--- src/hdl/lcdc_pkg.sv ---
// Package for the LCD controller register block: types, register offsets and mask helper.
package lcdc_pkg;

    // Request kinds carried by one input beat
    typedef enum logic [1:0] {
        REQ_READ  = 2'd0,
        REQ_WRITE = 2'd1,
        REQ_TICK  = 2'd2,
        REQ_DESC  = 2'd3
    } lcdc_req_t;

    // Frame sequencer phase
    typedef enum logic [1:0] {
        PH_IDLE = 2'd0,
        PH_WAIT = 2'd1,
        PH_SOF  = 2'd2,
        PH_EOF  = 2'd3
    } lcdc_phase_t;

    // Register word offsets
    localparam logic [9:0] REG_CTRL0  = 10'd0;
    localparam logic [9:0] REG_CTRL1  = 10'd1;
    localparam logic [9:0] REG_CTRL2  = 10'd2;
    localparam logic [9:0] REG_CTRL3  = 10'd3;
    localparam logic [9:0] REG_BRANCH0 = 10'd8;
    localparam logic [9:0] REG_BRANCH1 = 10'd9;
    localparam logic [9:0] REG_STATUS = 10'd14;
    localparam logic [9:0] REG_MISC0  = 10'd15;
    localparam logic [9:0] REG_MISC1  = 10'd16;
    localparam logic [9:0] REG_MISC2  = 10'd17;
    localparam logic [9:0] REG_DESC0  = 10'd128;
    localparam logic [9:0] REG_DESC1  = 10'd129;
    localparam logic [9:0] REG_DESC2  = 10'd130;
    localparam logic [9:0] REG_DESC3  = 10'd131;
    localparam logic [9:0] REG_CH1NEXT = 10'd132;

    // Interrupt mask and status bits
    localparam logic [15:0] MASK_BASE    = 16'h7C8E;
    localparam logic [31:0] ST_DISABLED  = 32'h0000_0080;
    localparam logic [31:0] ST_BRANCH    = 32'h0000_0200;
    localparam logic [31:0] ST_SOF       = 32'h0000_0002;
    localparam logic [31:0] ST_EOF       = 32'h0000_0100;
    localparam logic [31:0] CMD_SOF_EN   = 32'h0040_0000;
    localparam logic [31:0] CMD_EOF_EN   = 32'h0020_0000;
    localparam logic [31:0] DESC_ALIGN   = 32'hFFFF_FFF0;

    // One input beat
    typedef struct packed {
        lcdc_req_t   req_type;
        logic [9:0]  reg_index;
        logic        word_access;
        logic [31:0] write_data;
        logic [31:0] desc_next;
        logic [31:0] desc_source;
        logic [31:0] desc_ident;
        logic [31:0] desc_command;
    } lcdc_item_t;

    // One result beat
    typedef struct packed {
        logic [31:0] read_data;
        logic        irq_level;
        logic        fetch_request;
        logic [31:0] fetch_address;
    } lcdc_result_t;

    // Interrupt mask implied by a control zero value
    function automatic logic [15:0] lcdc_mask(input logic [31:0] v);
        logic [15:0] m;
        m = MASK_BASE;
        if (v[21]) m = m | 16'h0040;
        if (v[20]) m = m | 16'h0200;
        if (v[10]) m = m | 16'h0001;
        if (v[6])  m = m | 16'h0080;
        if (v[5])  m = m | 16'h0030;
        if (v[4])  m = m | 16'h0002;
        return m;
    endfunction

endpackage

--- src/hdl/lcdc_in_stage.sv ---
// Input register stage: captures one beat and holds it until the core takes it.
module lcdc_in_stage (
    input  logic                 clk,
    input  logic                 rst_n,
    input  logic                 in_valid,
    output logic                 in_stall,
    input  lcdc_pkg::lcdc_item_t item,
    input  logic                 advance,
    output logic                 item_valid,
    output lcdc_pkg::lcdc_item_t item_held
);

    logic                 valid_reg;
    lcdc_pkg::lcdc_item_t item_reg;
    logic                 accept;

    // Stall only while a held beat cannot move on
    assign in_stall   = valid_reg && !advance;
    assign accept     = in_valid && !in_stall;
    assign item_valid = valid_reg;
    assign item_held  = item_reg;

    // Track occupancy
    always_ff @(posedge clk or negedge rst_n)
    begin
        if (!rst_n)
        begin
            valid_reg <= 1'b0;
        end
        else if (accept)
        begin
            valid_reg <= 1'b1;
        end
        else if (advance)
        begin
            valid_reg <= 1'b0;
        end
    end

    // Capture payload on accept
    always_ff @(posedge clk)
    begin
        if (accept)
        begin
            item_reg <= item;
        end
    end

endmodule

--- src/hdl/lcdc_core.sv ---
// Register file, interrupt logic and frame sequencer; computes one result per beat.
module lcdc_core (
    input  logic                   clk,
    input  logic                   rst_n,
    input  logic                   fire,
    input  lcdc_pkg::lcdc_item_t   item,
    output lcdc_pkg::lcdc_result_t result
);

    logic [31:0] ctrl0_reg, ctrl0_next;
    logic [31:0] ctrl1_reg, ctrl1_next;
    logic [31:0] ctrl2_reg, ctrl2_next;
    logic [31:0] ctrl3_reg, ctrl3_next;
    logic [31:0] branch0_reg, branch0_next;
    logic [31:0] branch1_reg, branch1_next;
    logic [31:0] status_reg, status_next;
    logic [31:0] misc_reg [3];
    logic [31:0] misc_next [3];
    logic [31:0] desc_reg [4];
    logic [31:0] desc_next [4];
    logic [31:0] ch1next_reg, ch1next_next;
    logic [15:0] mask_reg, mask_next;
    logic        irq_reg, irq_next;
    logic        toggled_reg, toggled_next;
    lcdc_pkg::lcdc_phase_t phase_reg, phase_next;

    logic [31:0] rd_value;

    // Decode register reads
    always_comb
    begin
        unique case (item.reg_index)
            lcdc_pkg::REG_CTRL0:   rd_value = ctrl0_reg;
            lcdc_pkg::REG_CTRL1:   rd_value = ctrl1_reg;
            lcdc_pkg::REG_CTRL2:   rd_value = ctrl2_reg;
            lcdc_pkg::REG_CTRL3:   rd_value = ctrl3_reg;
            lcdc_pkg::REG_BRANCH0: rd_value = branch0_reg;
            lcdc_pkg::REG_BRANCH1: rd_value = branch1_reg;
            lcdc_pkg::REG_STATUS:  rd_value = status_reg;
            lcdc_pkg::REG_MISC0:   rd_value = misc_reg[0];
            lcdc_pkg::REG_MISC1:   rd_value = misc_reg[1];
            lcdc_pkg::REG_MISC2:   rd_value = misc_reg[2];
            lcdc_pkg::REG_DESC0:   rd_value = desc_reg[0];
            lcdc_pkg::REG_DESC1:   rd_value = desc_reg[1];
            lcdc_pkg::REG_DESC2:   rd_value = desc_reg[2];
            lcdc_pkg::REG_DESC3:   rd_value = desc_reg[3];
            lcdc_pkg::REG_CH1NEXT: rd_value = ch1next_reg;
            default:               rd_value = 32'd0;
        endcase
    end

    // Next state and result for the beat in the input register
    always_comb
    begin
        ctrl0_next   = ctrl0_reg;
        ctrl1_next   = ctrl1_reg;
        ctrl2_next   = ctrl2_reg;
        ctrl3_next   = ctrl3_reg;
        branch0_next = branch0_reg;
        branch1_next = branch1_reg;
        status_next  = status_reg;
        misc_next    = misc_reg;
        desc_next    = desc_reg;
        ch1next_next = ch1next_reg;
        mask_next    = mask_reg;
        irq_next     = irq_reg;
        toggled_next = toggled_reg;
        phase_next   = phase_reg;
        result       = '0;
        result.irq_level = irq_reg;

        if (fire)
        begin
            unique case (item.req_type)
                lcdc_pkg::REQ_READ:
                begin
                    if (item.word_access)
                    begin
                        result.read_data = rd_value;
                    end
                end
                lcdc_pkg::REQ_WRITE:
                begin
                    if (item.word_access)
                    begin
                        unique case (item.reg_index)
                            lcdc_pkg::REG_CTRL0:
                            begin
                                if (ctrl0_reg[0] != item.write_data[0])
                                begin
                                    toggled_next = 1'b1;
                                end
                                ctrl0_next = item.write_data;
                                mask_next  = lcdc_pkg::lcdc_mask(item.write_data);
                                irq_next   = |(status_reg[15:0] & mask_next);
                            end
                            lcdc_pkg::REG_CTRL1:   ctrl1_next = item.write_data;
                            lcdc_pkg::REG_CTRL2:   ctrl2_next = item.write_data;
                            lcdc_pkg::REG_CTRL3:   ctrl3_next = item.write_data;
                            lcdc_pkg::REG_BRANCH0: branch0_next = item.write_data;
                            lcdc_pkg::REG_BRANCH1: branch1_next = item.write_data;
                            lcdc_pkg::REG_STATUS:
                            begin
                                status_next = status_reg & ~item.write_data;
                                irq_next    = |(status_next[15:0] & mask_reg);
                            end
                            lcdc_pkg::REG_MISC0:   misc_next[0] = item.write_data;
                            lcdc_pkg::REG_MISC1:   misc_next[1] = item.write_data;
                            lcdc_pkg::REG_MISC2:   misc_next[2] = item.write_data;
                            lcdc_pkg::REG_DESC0:   desc_next[0] = item.write_data;
                            lcdc_pkg::REG_CH1NEXT: ch1next_next = item.write_data;
                            default:
                            begin
                            end
                        endcase
                    end
                end
                lcdc_pkg::REQ_TICK:
                begin
                    // Handle an enable change first
                    if (toggled_reg)
                    begin
                        if (!ctrl0_reg[0])
                        begin
                            status_next = status_next | lcdc_pkg::ST_DISABLED;
                            phase_next  = lcdc_pkg::PH_IDLE;
                        end
                        toggled_next = 1'b0;
                    end
                    // Advance the frame sequence while enabled
                    if (ctrl0_reg[0])
                    begin
                        unique case (phase_reg)
                            lcdc_pkg::PH_IDLE:
                            begin
                                if (branch0_reg[0])
                                begin
                                    branch0_next = {branch0_reg[31:1], 1'b0};
                                    if (branch0_reg[1])
                                    begin
                                        status_next = status_next | lcdc_pkg::ST_BRANCH;
                                    end
                                    result.fetch_address = branch0_reg & lcdc_pkg::DESC_ALIGN;
                                end
                                else
                                begin
                                    result.fetch_address = desc_reg[0];
                                end
                                result.fetch_request = 1'b1;
                                phase_next = lcdc_pkg::PH_WAIT;
                            end
                            lcdc_pkg::PH_SOF:
                            begin
                                if ((desc_reg[3] & lcdc_pkg::CMD_SOF_EN) != 32'd0)
                                begin
                                    status_next = status_next | lcdc_pkg::ST_SOF;
                                end
                                phase_next = lcdc_pkg::PH_EOF;
                            end
                            lcdc_pkg::PH_EOF:
                            begin
                                if ((desc_reg[3] & lcdc_pkg::CMD_EOF_EN) != 32'd0)
                                begin
                                    status_next = status_next | lcdc_pkg::ST_EOF;
                                end
                                phase_next = lcdc_pkg::PH_IDLE;
                            end
                            default:
                            begin
                            end
                        endcase
                    end
                    irq_next = |(status_next[15:0] & mask_reg);
                end
                lcdc_pkg::REQ_DESC:
                begin
                    // Take descriptor words only while waiting for them
                    if (phase_reg == lcdc_pkg::PH_WAIT)
                    begin
                        desc_next[0] = item.desc_next;
                        desc_next[1] = item.desc_source;
                        desc_next[2] = item.desc_ident;
                        desc_next[3] = item.desc_command;
                        phase_next   = lcdc_pkg::PH_SOF;
                    end
                end
                default:
                begin
                end
            endcase
            result.irq_level = irq_next;
        end
    end

    // State registers
    always_ff @(posedge clk or negedge rst_n)
    begin
        if (!rst_n)
        begin
            ctrl0_reg   <= '0;
            ctrl1_reg   <= '0;
            ctrl2_reg   <= '0;
            ctrl3_reg   <= '0;
            branch0_reg <= '0;
            branch1_reg <= '0;
            status_reg  <= '0;
            misc_reg    <= '{default: '0};
            desc_reg    <= '{default: '0};
            ch1next_reg <= '0;
            mask_reg    <= lcdc_pkg::MASK_BASE;
            irq_reg     <= 1'b0;
            toggled_reg <= 1'b0;
            phase_reg   <= lcdc_pkg::PH_IDLE;
        end
        else
        begin
            ctrl0_reg   <= ctrl0_next;
            ctrl1_reg   <= ctrl1_next;
            ctrl2_reg   <= ctrl2_next;
            ctrl3_reg   <= ctrl3_next;
            branch0_reg <= branch0_next;
            branch1_reg <= branch1_next;
            status_reg  <= status_next;
            misc_reg    <= misc_next;
            desc_reg    <= desc_next;
            ch1next_reg <= ch1next_next;
            mask_reg    <= mask_next;
            irq_reg     <= irq_next;
            toggled_reg <= toggled_next;
            phase_reg   <= phase_next;
        end
    end

    // The pending flag always tracks status under mask
    a_irq_consistent: assert property (@(posedge clk) disable iff (!rst_n)
        irq_reg == (|(status_reg[15:0] & mask_reg)))
        else $error("pending flag out of step with status and mask");

    // A fetch request moves the sequencer to wait for the descriptor
    a_fetch_waits: assert property (@(posedge clk) disable iff (!rst_n)
        fire && result.fetch_request |=> phase_reg == lcdc_pkg::PH_WAIT)
        else $error("fetch request without entering wait phase");

    // No fetch while disabled
    a_no_fetch_disabled: assert property (@(posedge clk) disable iff (!rst_n)
        fire && item.req_type == lcdc_pkg::REQ_TICK && !ctrl0_reg[0]
        |-> !result.fetch_request)
        else $error("fetch requested while disabled");

    // Stray descriptor words leave the descriptor alone
    a_stray_desc: assert property (@(posedge clk) disable iff (!rst_n)
        fire && item.req_type == lcdc_pkg::REQ_DESC && phase_reg != lcdc_pkg::PH_WAIT
        |=> $stable(desc_reg[3]) && $stable(desc_reg[1]))
        else $error("descriptor changed outside wait phase");

endmodule

--- src/hdl/lcdc_out_stage.sv ---
// Output register stage: holds one result beat until the receiver takes it.
module lcdc_out_stage (
    input  logic                   clk,
    input  logic                   rst_n,
    input  logic                   fire,
    input  lcdc_pkg::lcdc_result_t result,
    output logic                   advance,
    output logic                   out_valid,
    input  logic                   out_stall,
    output logic [31:0]            read_data,
    output logic                   irq_level,
    output logic                   fetch_request,
    output logic [31:0]            fetch_address
);

    logic                   valid_reg;
    lcdc_pkg::lcdc_result_t result_reg;

    // Room for a new result when empty or draining this cycle
    assign advance       = !valid_reg || !out_stall;
    assign out_valid     = valid_reg;
    assign read_data     = result_reg.read_data;
    assign irq_level     = result_reg.irq_level;
    assign fetch_request = result_reg.fetch_request;
    assign fetch_address = result_reg.fetch_address;

    // Track occupancy
    always_ff @(posedge clk or negedge rst_n)
    begin
        if (!rst_n)
        begin
            valid_reg <= 1'b0;
        end
        else if (fire)
        begin
            valid_reg <= 1'b1;
        end
        else if (!out_stall)
        begin
            valid_reg <= 1'b0;
        end
    end

    // Load result
    always_ff @(posedge clk)
    begin
        if (fire)
        begin
            result_reg <= result;
        end
    end

endmodule

--- src/hdl/lcd_controller_registers_and_frame_fsm_top.sv ---
// Top level of the LCD controller register block and frame sequencer.
// Beats go from the input register through one pass of register logic to the output register.
// One beat per cycle while the output is not stalled.
// Backpressure on the output stalls the input only once both registers hold a beat.
// Reset (rst_n low, asynchronous): registers clear, interrupt mask returns to 0x7C8E,
// the sequencer returns to idle and both stages empty.
module lcd_controller_registers_and_frame_fsm_top (
    input  logic        clk,
    input  logic        rst_n,
    input  logic        in_valid,
    output logic        in_stall,
    input  logic [1:0]  req_type,
    input  logic [9:0]  reg_index,
    input  logic        word_access,
    input  logic [31:0] write_data,
    input  logic [31:0] desc_next,
    input  logic [31:0] desc_source,
    input  logic [31:0] desc_ident,
    input  logic [31:0] desc_command,
    output logic        out_valid,
    input  logic        out_stall,
    output logic [31:0] read_data,
    output logic        irq_level,
    output logic        fetch_request,
    output logic [31:0] fetch_address
);

    lcdc_pkg::lcdc_item_t   item_in;
    lcdc_pkg::lcdc_item_t   item_held;
    lcdc_pkg::lcdc_result_t result;
    logic                   item_valid;
    logic                   advance;
    logic                   fire;

    // Pack the input beat
    always_comb
    begin
        item_in.req_type     = lcdc_pkg::lcdc_req_t'(req_type);
        item_in.reg_index    = reg_index;
        item_in.word_access  = word_access;
        item_in.write_data   = write_data;
        item_in.desc_next    = desc_next;
        item_in.desc_source  = desc_source;
        item_in.desc_ident   = desc_ident;
        item_in.desc_command = desc_command;
    end

    assign fire = item_valid && advance;

    lcdc_in_stage u_in_stage (
        .clk        (clk),
        .rst_n      (rst_n),
        .in_valid   (in_valid),
        .in_stall   (in_stall),
        .item       (item_in),
        .advance    (advance),
        .item_valid (item_valid),
        .item_held  (item_held)
    );

    lcdc_core u_core (
        .clk    (clk),
        .rst_n  (rst_n),
        .fire   (fire),
        .item   (item_held),
        .result (result)
    );

    lcdc_out_stage u_out_stage (
        .clk           (clk),
        .rst_n         (rst_n),
        .fire          (fire),
        .result        (result),
        .advance       (advance),
        .out_valid     (out_valid),
        .out_stall     (out_stall),
        .read_data     (read_data),
        .irq_level     (irq_level),
        .fetch_request (fetch_request),
        .fetch_address (fetch_address)
    );

endmodule

--- config.mk ---
export PLATFORM = sky130hd
export DESIGN_NAME = lcd_controller_registers_and_frame_fsm_top
export DESIGN_NICKNAME = d
export VERILOG_FILES = /design/src/hdl/lcdc_pkg.sv /design/src/hdl/lcdc_in_stage.sv /design/src/hdl/lcdc_core.sv /design/src/hdl/lcdc_out_stage.sv /design/src/hdl/lcd_controller_registers_and_frame_fsm_top.sv
export SDC_FILE = /design/constraint.sdc
export NUM_CORES = 1
export LEC_CHECK = 0
export BUFFER_PORTS_ARGS = -buffer_cell sky130_fd_sc_hd__buf_4
export CORE_ASPECT_RATIO = 0.6
export CORE_MARGIN = 5
export CORE_UTILIZATION = 60
export DETAILED_ROUTE_END_ITERATION = 10
export GPL_TIMING_DRIVEN = 0
export PLACE_DENSITY = 0.8
export SETUP_SLACK_MARGIN = 0.05
export SYNTH_ARGS = -nofsm -noshare
export SYNTH_HDL_FRONTEND = slang
export SYNTH_SLANG_ARGS = --single-unit
--- constraint.sdc ---
create_clock -name clk -period 13.6 [get_ports clk]
set_clock_uncertainty 0.2 [all_clocks]
set_input_delay 0.68 -clock clk [delete_from_list [all_inputs] [get_ports clk]]
set_output_delay 0.68 -clock clk [all_outputs]
set_load 0.03 [all_outputs]
* After elaboration in Yosys (flattened, before gate mapping)
Cells that the tools add are included.
** Operators by class
- Equality and inequality tests :: 31
- Mux-type cells :: 52
- Bitwise logic cells :: 8
- Reductions and logical operators :: 38
** Operators with widths (count)
- $pmux 32 s15 :: 1
- $mux 32 :: 10
- $pmux 32 s2 :: 3
- $mux 128 :: 1
- $mux 16 :: 4
- $eq 10x8->1 const B :: 5
- $and 16x16->16 :: 3
- $reduce_or 16->1 :: 3
- $eq 10x4->1 const B :: 4
- $mux 10 :: 4
- $reduce_and 4->1 :: 10
- $mux 33 :: 1
- $and 32x32->32 :: 1
- $not 32->32 :: 1
- $pmux 10 s3 :: 1
- $mux 8 :: 3
- $eq 10x2->1 const B :: 2
- $eq 10x5->1 const B :: 2
- $reduce_and 5->1 :: 3
- $mux 2 :: 6
- $ne 2x2->1 const B :: 6
- $eq 10x1->1 const B :: 1
- $logic_not 10->1 :: 1
- $mux 1 :: 10
- 20 further kinds :: 43
** Word-level totals
- Flip-flop bits (word level) :: 741
- Bits of input ports :: 177
- Output and inout bits :: 68
- Logic and storage cells :: 164

* Longest topological paths before layout
- Depth in word-level cells :: 15
- Gate-level depth with buffers :: 10
- Depth with buffers taken out :: 8

* Modules after synthesis
A second synthesis with hierarchy kept.
** Unflattened totals
- Cell total of the unflattened synthesis :: 2105
- Area, all modules :: 30629.4 um^2
** Modules (own cells, without submodules)
- lcdc_core :: instances 1, cells an instance 1857, area an instance 23352.4 um^2, sequential area each 12111.6 um^2
- lcdc_in_stage :: instances 1, cells an instance 178, area an instance 5252.5 um^2, sequential area each 5220.0 um^2
- lcdc_out_stage :: instances 1, cells an instance 69, area an instance 2018.2 um^2, sequential area each 2006.9 um^2
- lcd_controller_registers_and_frame_fsm_top :: instances 1, cells an instance 1, area an instance 6.3 um^2, sequential area each 0.0 um^2

* Worst setup path after synthesis
OpenSTA, ideal clock, no wires.
- Path kind :: in2reg
- Start :: input out_stall
- End :: register u_in_stage.item_reg, in the netlist u_in_stage.item_held[0] (enable)
- Library setup time :: 0.554 ns
- Arrival time :: 4.757 ns
- Required time :: 12.846 ns
- Setup slack :: 8.089 ns
- Stages :: 2
- Buffers on the path :: 0
- Cells stage by stage :: nand3_1 > and2_1
** On the way
- Cells in the longest elaborated chain, start to end :: 6
** RTL lines
- start, declared :: RTL line lcd_controller_registers_and_frame_fsm_top.sv:21 : input logic out_stall,
- $logic_not 1->1 :: RTL line lcdc_out_stage.sv:20 : assign advance = !valid_reg || !out_stall;
- $logic_or 1x1->1 :: RTL line lcdc_out_stage.sv:20
- $logic_not 1->1 :: RTL line lcdc_in_stage.sv:18 : assign in_stall = valid_reg && !advance;
- $logic_and 1x1->1 :: RTL line lcdc_in_stage.sv:18
- $logic_not 1->1 :: RTL line lcdc_in_stage.sv:19 : assign accept = in_valid && !in_stall;
- $logic_and 1x1->1 :: RTL line lcdc_in_stage.sv:19
- via u_in_stage.accept :: RTL line lcdc_in_stage.sv:15 : logic accept;
- end signal, assigned :: RTL line lcdc_in_stage.sv:45 : item_reg <= item;
- end, declared :: RTL line lcdc_in_stage.sv:14 : lcdc_pkg::lcdc_item_t item_reg;
The timed path passes the listed nets, and every way through them passes these cells.
A chain may end at the register's enable or synchronous reset.

* Worst setup path in the final report
- Start :: register u_in_stage.item_reg, in the netlist u_in_stage.item_held[163]
- End :: register u_out_stage.result_reg, in the netlist u_out_stage.read_data[13], data pin
** On the way
- Cells in the longest elaborated chain, start to end :: 2
- Elaborated cells on any way between the ends :: 16
- Classes of those cells :: 14 x eq/ne; 1 x mux; 1 x reduce/logical
** RTL lines
- $eq 10x8->1 (tied with other cells) :: RTL line lcdc_core.sv:32 : unique case (item.reg_index)
- $pmux 32 s15 * :: RTL line lcdc_core.sv:32
- end signal, assigned :: RTL line lcdc_out_stage.sv:49 : result_reg <= result;
- end, declared :: RTL line lcdc_out_stage.sv:17 : lcdc_pkg::lcdc_result_t result_reg;
Mark *: on every way between the ends. The rest lies on a longest branch, timed or not.

==> run summary <==
ys async rst share -> 67.03%
top cells by area, synth -> dfrtp_1 40%, edfxtp_1 23%, mux2_2 14%
Final Net Count -> 2775
worst hold path depth -> 1
RR Endpoint -> u_out_stage.read_data[13]
share of post-route cells with drive strength above 1 -> 31.16%
Tmin final -> 5.153 ns
dpl hpwl -> 79450 um
# placed instances -> 3221
Max Cap Viol -> 3
Final Non-Filler Cells -> 3340
Max Freq -> 194.1 MHz
power per cell area -> 129.0 nW/um2
Max Root-Sink Buffers -> 3
TNS Setup -> 0 ns
peak supply drop -> 0.0001414 V
Storage cell area -> 19340 um2
Multi-input gate area -> 10540 um2
wire length of the first global-routing pass -> 157700 um
WP data required -> 13.76 ns
CTS tree -> yes
Tightest Pin Transition -> 1.538 ns
internal power -> 3.447 mW
Top Ports -> 245
failing checks -> max-capacitance violations, max-slew violations
CTS Root Cell -> clkbuf_16
Comb pwr share -> 8.7%
vias in the first global route -> 22490
pin count of the biggest net entering global routing -> 120
cells after synthesis -> 2276
Critical Path Sink Type -> flop
initial antenna violation count -> 5
Reg2Reg Depth -> 7
# setup viols final -> 0
period utilization -> 37.89%
setup bufs post-CTS -> 0
worst skew pair latency -> 0.64 ns
switching share of power -> 25.06%
post_cts resized -> 0
number of distinct library cells after synthesis -> 68
Hold Startpoint -> write_data[7]
Final Hold Slack -> 0.01344 ns
total CTS buffers -> 61
EDFF count, synth -> 239
Yosys reg bits -> 725
FF-to-FF setup slack -> 8.45 ns
RSZ-0062 raised after global routing -> no
Area Growth Syn to Fin -> 16.10%
Pre-antenna DRT Iters -> 6
Seq pwr share -> 52.7%
CTS sink count -> 725
Mapped Nets -> 2458
cell area after synthesis -> 30720 um2
gr usage total -> 39.66%
Routed Antenna Nets -> 0
Worst R2R Start -> u_in_stage.item_held[163]
IO buf count -> 244
drt initial violations -> 3381
Synth Flop Type -> dfrtp_1
Psw -> 1.153 mW
fillers -> 3565
YS warnings -> 0
Setup CP Type -> flop to flop
gr ovfl total -> 0
WL per Instance -> 33.26 um
leading area contributor after synthesis -> dfrtp_1
H-tree depth -> 2
sequential element share of the synthesized area -> 62.95%
Die Area -> 55980 um2
die width -> 302.1 um
final RePlAce weighted congestion -> 1.006
Die Y -> 185.3 um
Core ar. -> 50770 um2
Avg Inst Size Synth -> 13.50 um2
Pins Over Slew Limit -> 22
worst hold-check path type -> input port to flop
vias per cell -> 6.724
Final Hold Viols -> 0
clock-pin slew on the worst setup and hold paths -> 0.07 ns
CP startpoint kind -> flop
Slew headroom -> -2.501%
Clk pwr share -> 38.6%
Pleak -> 15.68 nW
status -> complete, but fails checks
initial core utilization -> 60.51%
max reg flops -> 173
Residual DRC -> 0
hold endpoint -> u_in_stage.item_held[135]
final WL -> 111100 um
CP arrival -> 5.31 ns
Vias -> 22460
share of the synthesized area in the top cell type -> 39.59%
FP Rows -> 64
worst-path fanout max -> 10
## power by group through the flow
stage	Sequential (mW)	Combinational, mW	Clock (mW)
3_3_place_gp	2.47	0.368	0
2_1_floorplan	2.46	0.172	0
5_1_grt	2.43	0.425	1.87
3_5_place_dp	2.46	0.390	0
4_1_cts	2.42	0.393	1.77
6_report	2.42	0.401	1.78
## routing by layer
layer / vias up / share of wire [%] / track usage (%)
met5: - / 0.041 / 0
met4: 6 / 4.4 / 14.64
met3: 316 / 15 / 14.98
met2: 1568 / 43 / 57.33
met1: 11570 / 38 / 55.47
li1: 8996 / - / -
## synth_stat cells, types with 40 or more instances
| library cell | number |
|---|---|
| mux2i_1 | 122 |
| clkbuf_1 | 94 |
| buf_2 | 65 |
| dfrtp_1 | 486 |
| a22oi_1 | 69 |
| mux2_2 | 376 |
| edfxtp_1 | 239 |
| nor2_1 | 129 |
| o21ai_0 | 76 |
| nand2_1 | 95 |
| nor2b_1 | 40 |
| a21oi_1 | 132 |
| o22ai_1 | 42 |
## how the worst max path moves through the flow
stage / start / endpoint / slack (ns) / cells after the start
floorplan: out_stall / u_in_stage.item_held[0] / 8.09 / 2
global placement: out_stall / u_in_stage.item_held[90] / 6.54 / 3
detailed placement: u_in_stage.item_held[163] / u_out_stage.read_data[2] / 8.92 / 7
CTS: u_in_stage.item_held[163] / u_out_stage.read_data[2] / 8.86 / 7
global route: u_in_stage.item_held[163] / u_out_stage.read_data[13] / 8.70 / 7
finish: u_in_stage.item_held[163] / u_out_stage.read_data[13] / 8.45 / 7
## cells by family (layout without fill, tap and decap cells)
logic type                 count (synthesis)  after routing  share of synthesized area, %
AOI/OAI and AO/OA                        441            441                         9.147
xor gates and xnor gates                   1              1                       0.02851
adders and majority gates                  5              5                        0.2036
buffers and inverters                    194            562                         2.794
DFF                                      725            725                         62.95
muxes                                    514            514                         18.38
other                                      0              3                             0
and+or+nand+nor                          396            396                         6.500
## critical path: stages (launching register included)
cell and delay (ns):
edfxtp_1 0.44, clkbuf_1 0.32, nor4_2 0.95, nand2_1 0.77
nor2_1 0.25, o2111ai_1 0.57, clkbuf_1 0.69, a21oi_1 0.68
## through the flow
stage	util, %	total power, mW	setup slack (ns)	cell area [um2]
global placement	65.83	2.839	6.537	33420
detailed placement	66.28	2.854	8.920	33650
floorplan	-	2.631	8.089	30720
CTS	70.21	4.588	8.864	35650
global route	70.24	4.724	8.698	35660
finish	70.26	4.600	8.447	35670
## layout make-up
type,instances,share of cell area [%]
diodes,3,0.02105
plain buffers,174,2.203
clock buffers,93,5.111
clock inverters,21,0.4630
inverters,20,0.2105
multi-input cells,1357,29.54
flip-flops and latches,725,54.22
well taps,693,2.431
repair buffers,254,5.799
## cell usage in the layout (no fill, tap or decap), types with 42 or more instances in the layout
cell type,netlist,routed
o21ai_0,76,76
dfrtp_1,486,486
buf_2,65,64
nand2_1,95,95
clkbuf_1,94,110
buf_4,7,251
o22ai_1,42,42
a22oi_1,69,69
nor2_1,129,129
clkbuf_16,0,63
mux2i_1,122,122
a21oi_1,132,132
mux2_2,376,376
edfxtp_1,239,239
## timing repair
item                                   4_1_cts  5_1_grt
hold buffers                                 1        0
setup endpoints to repair                    0        0
endpoints found under the hold margin       69        0
Note: power is estimated with default switching activity, not from simulation.
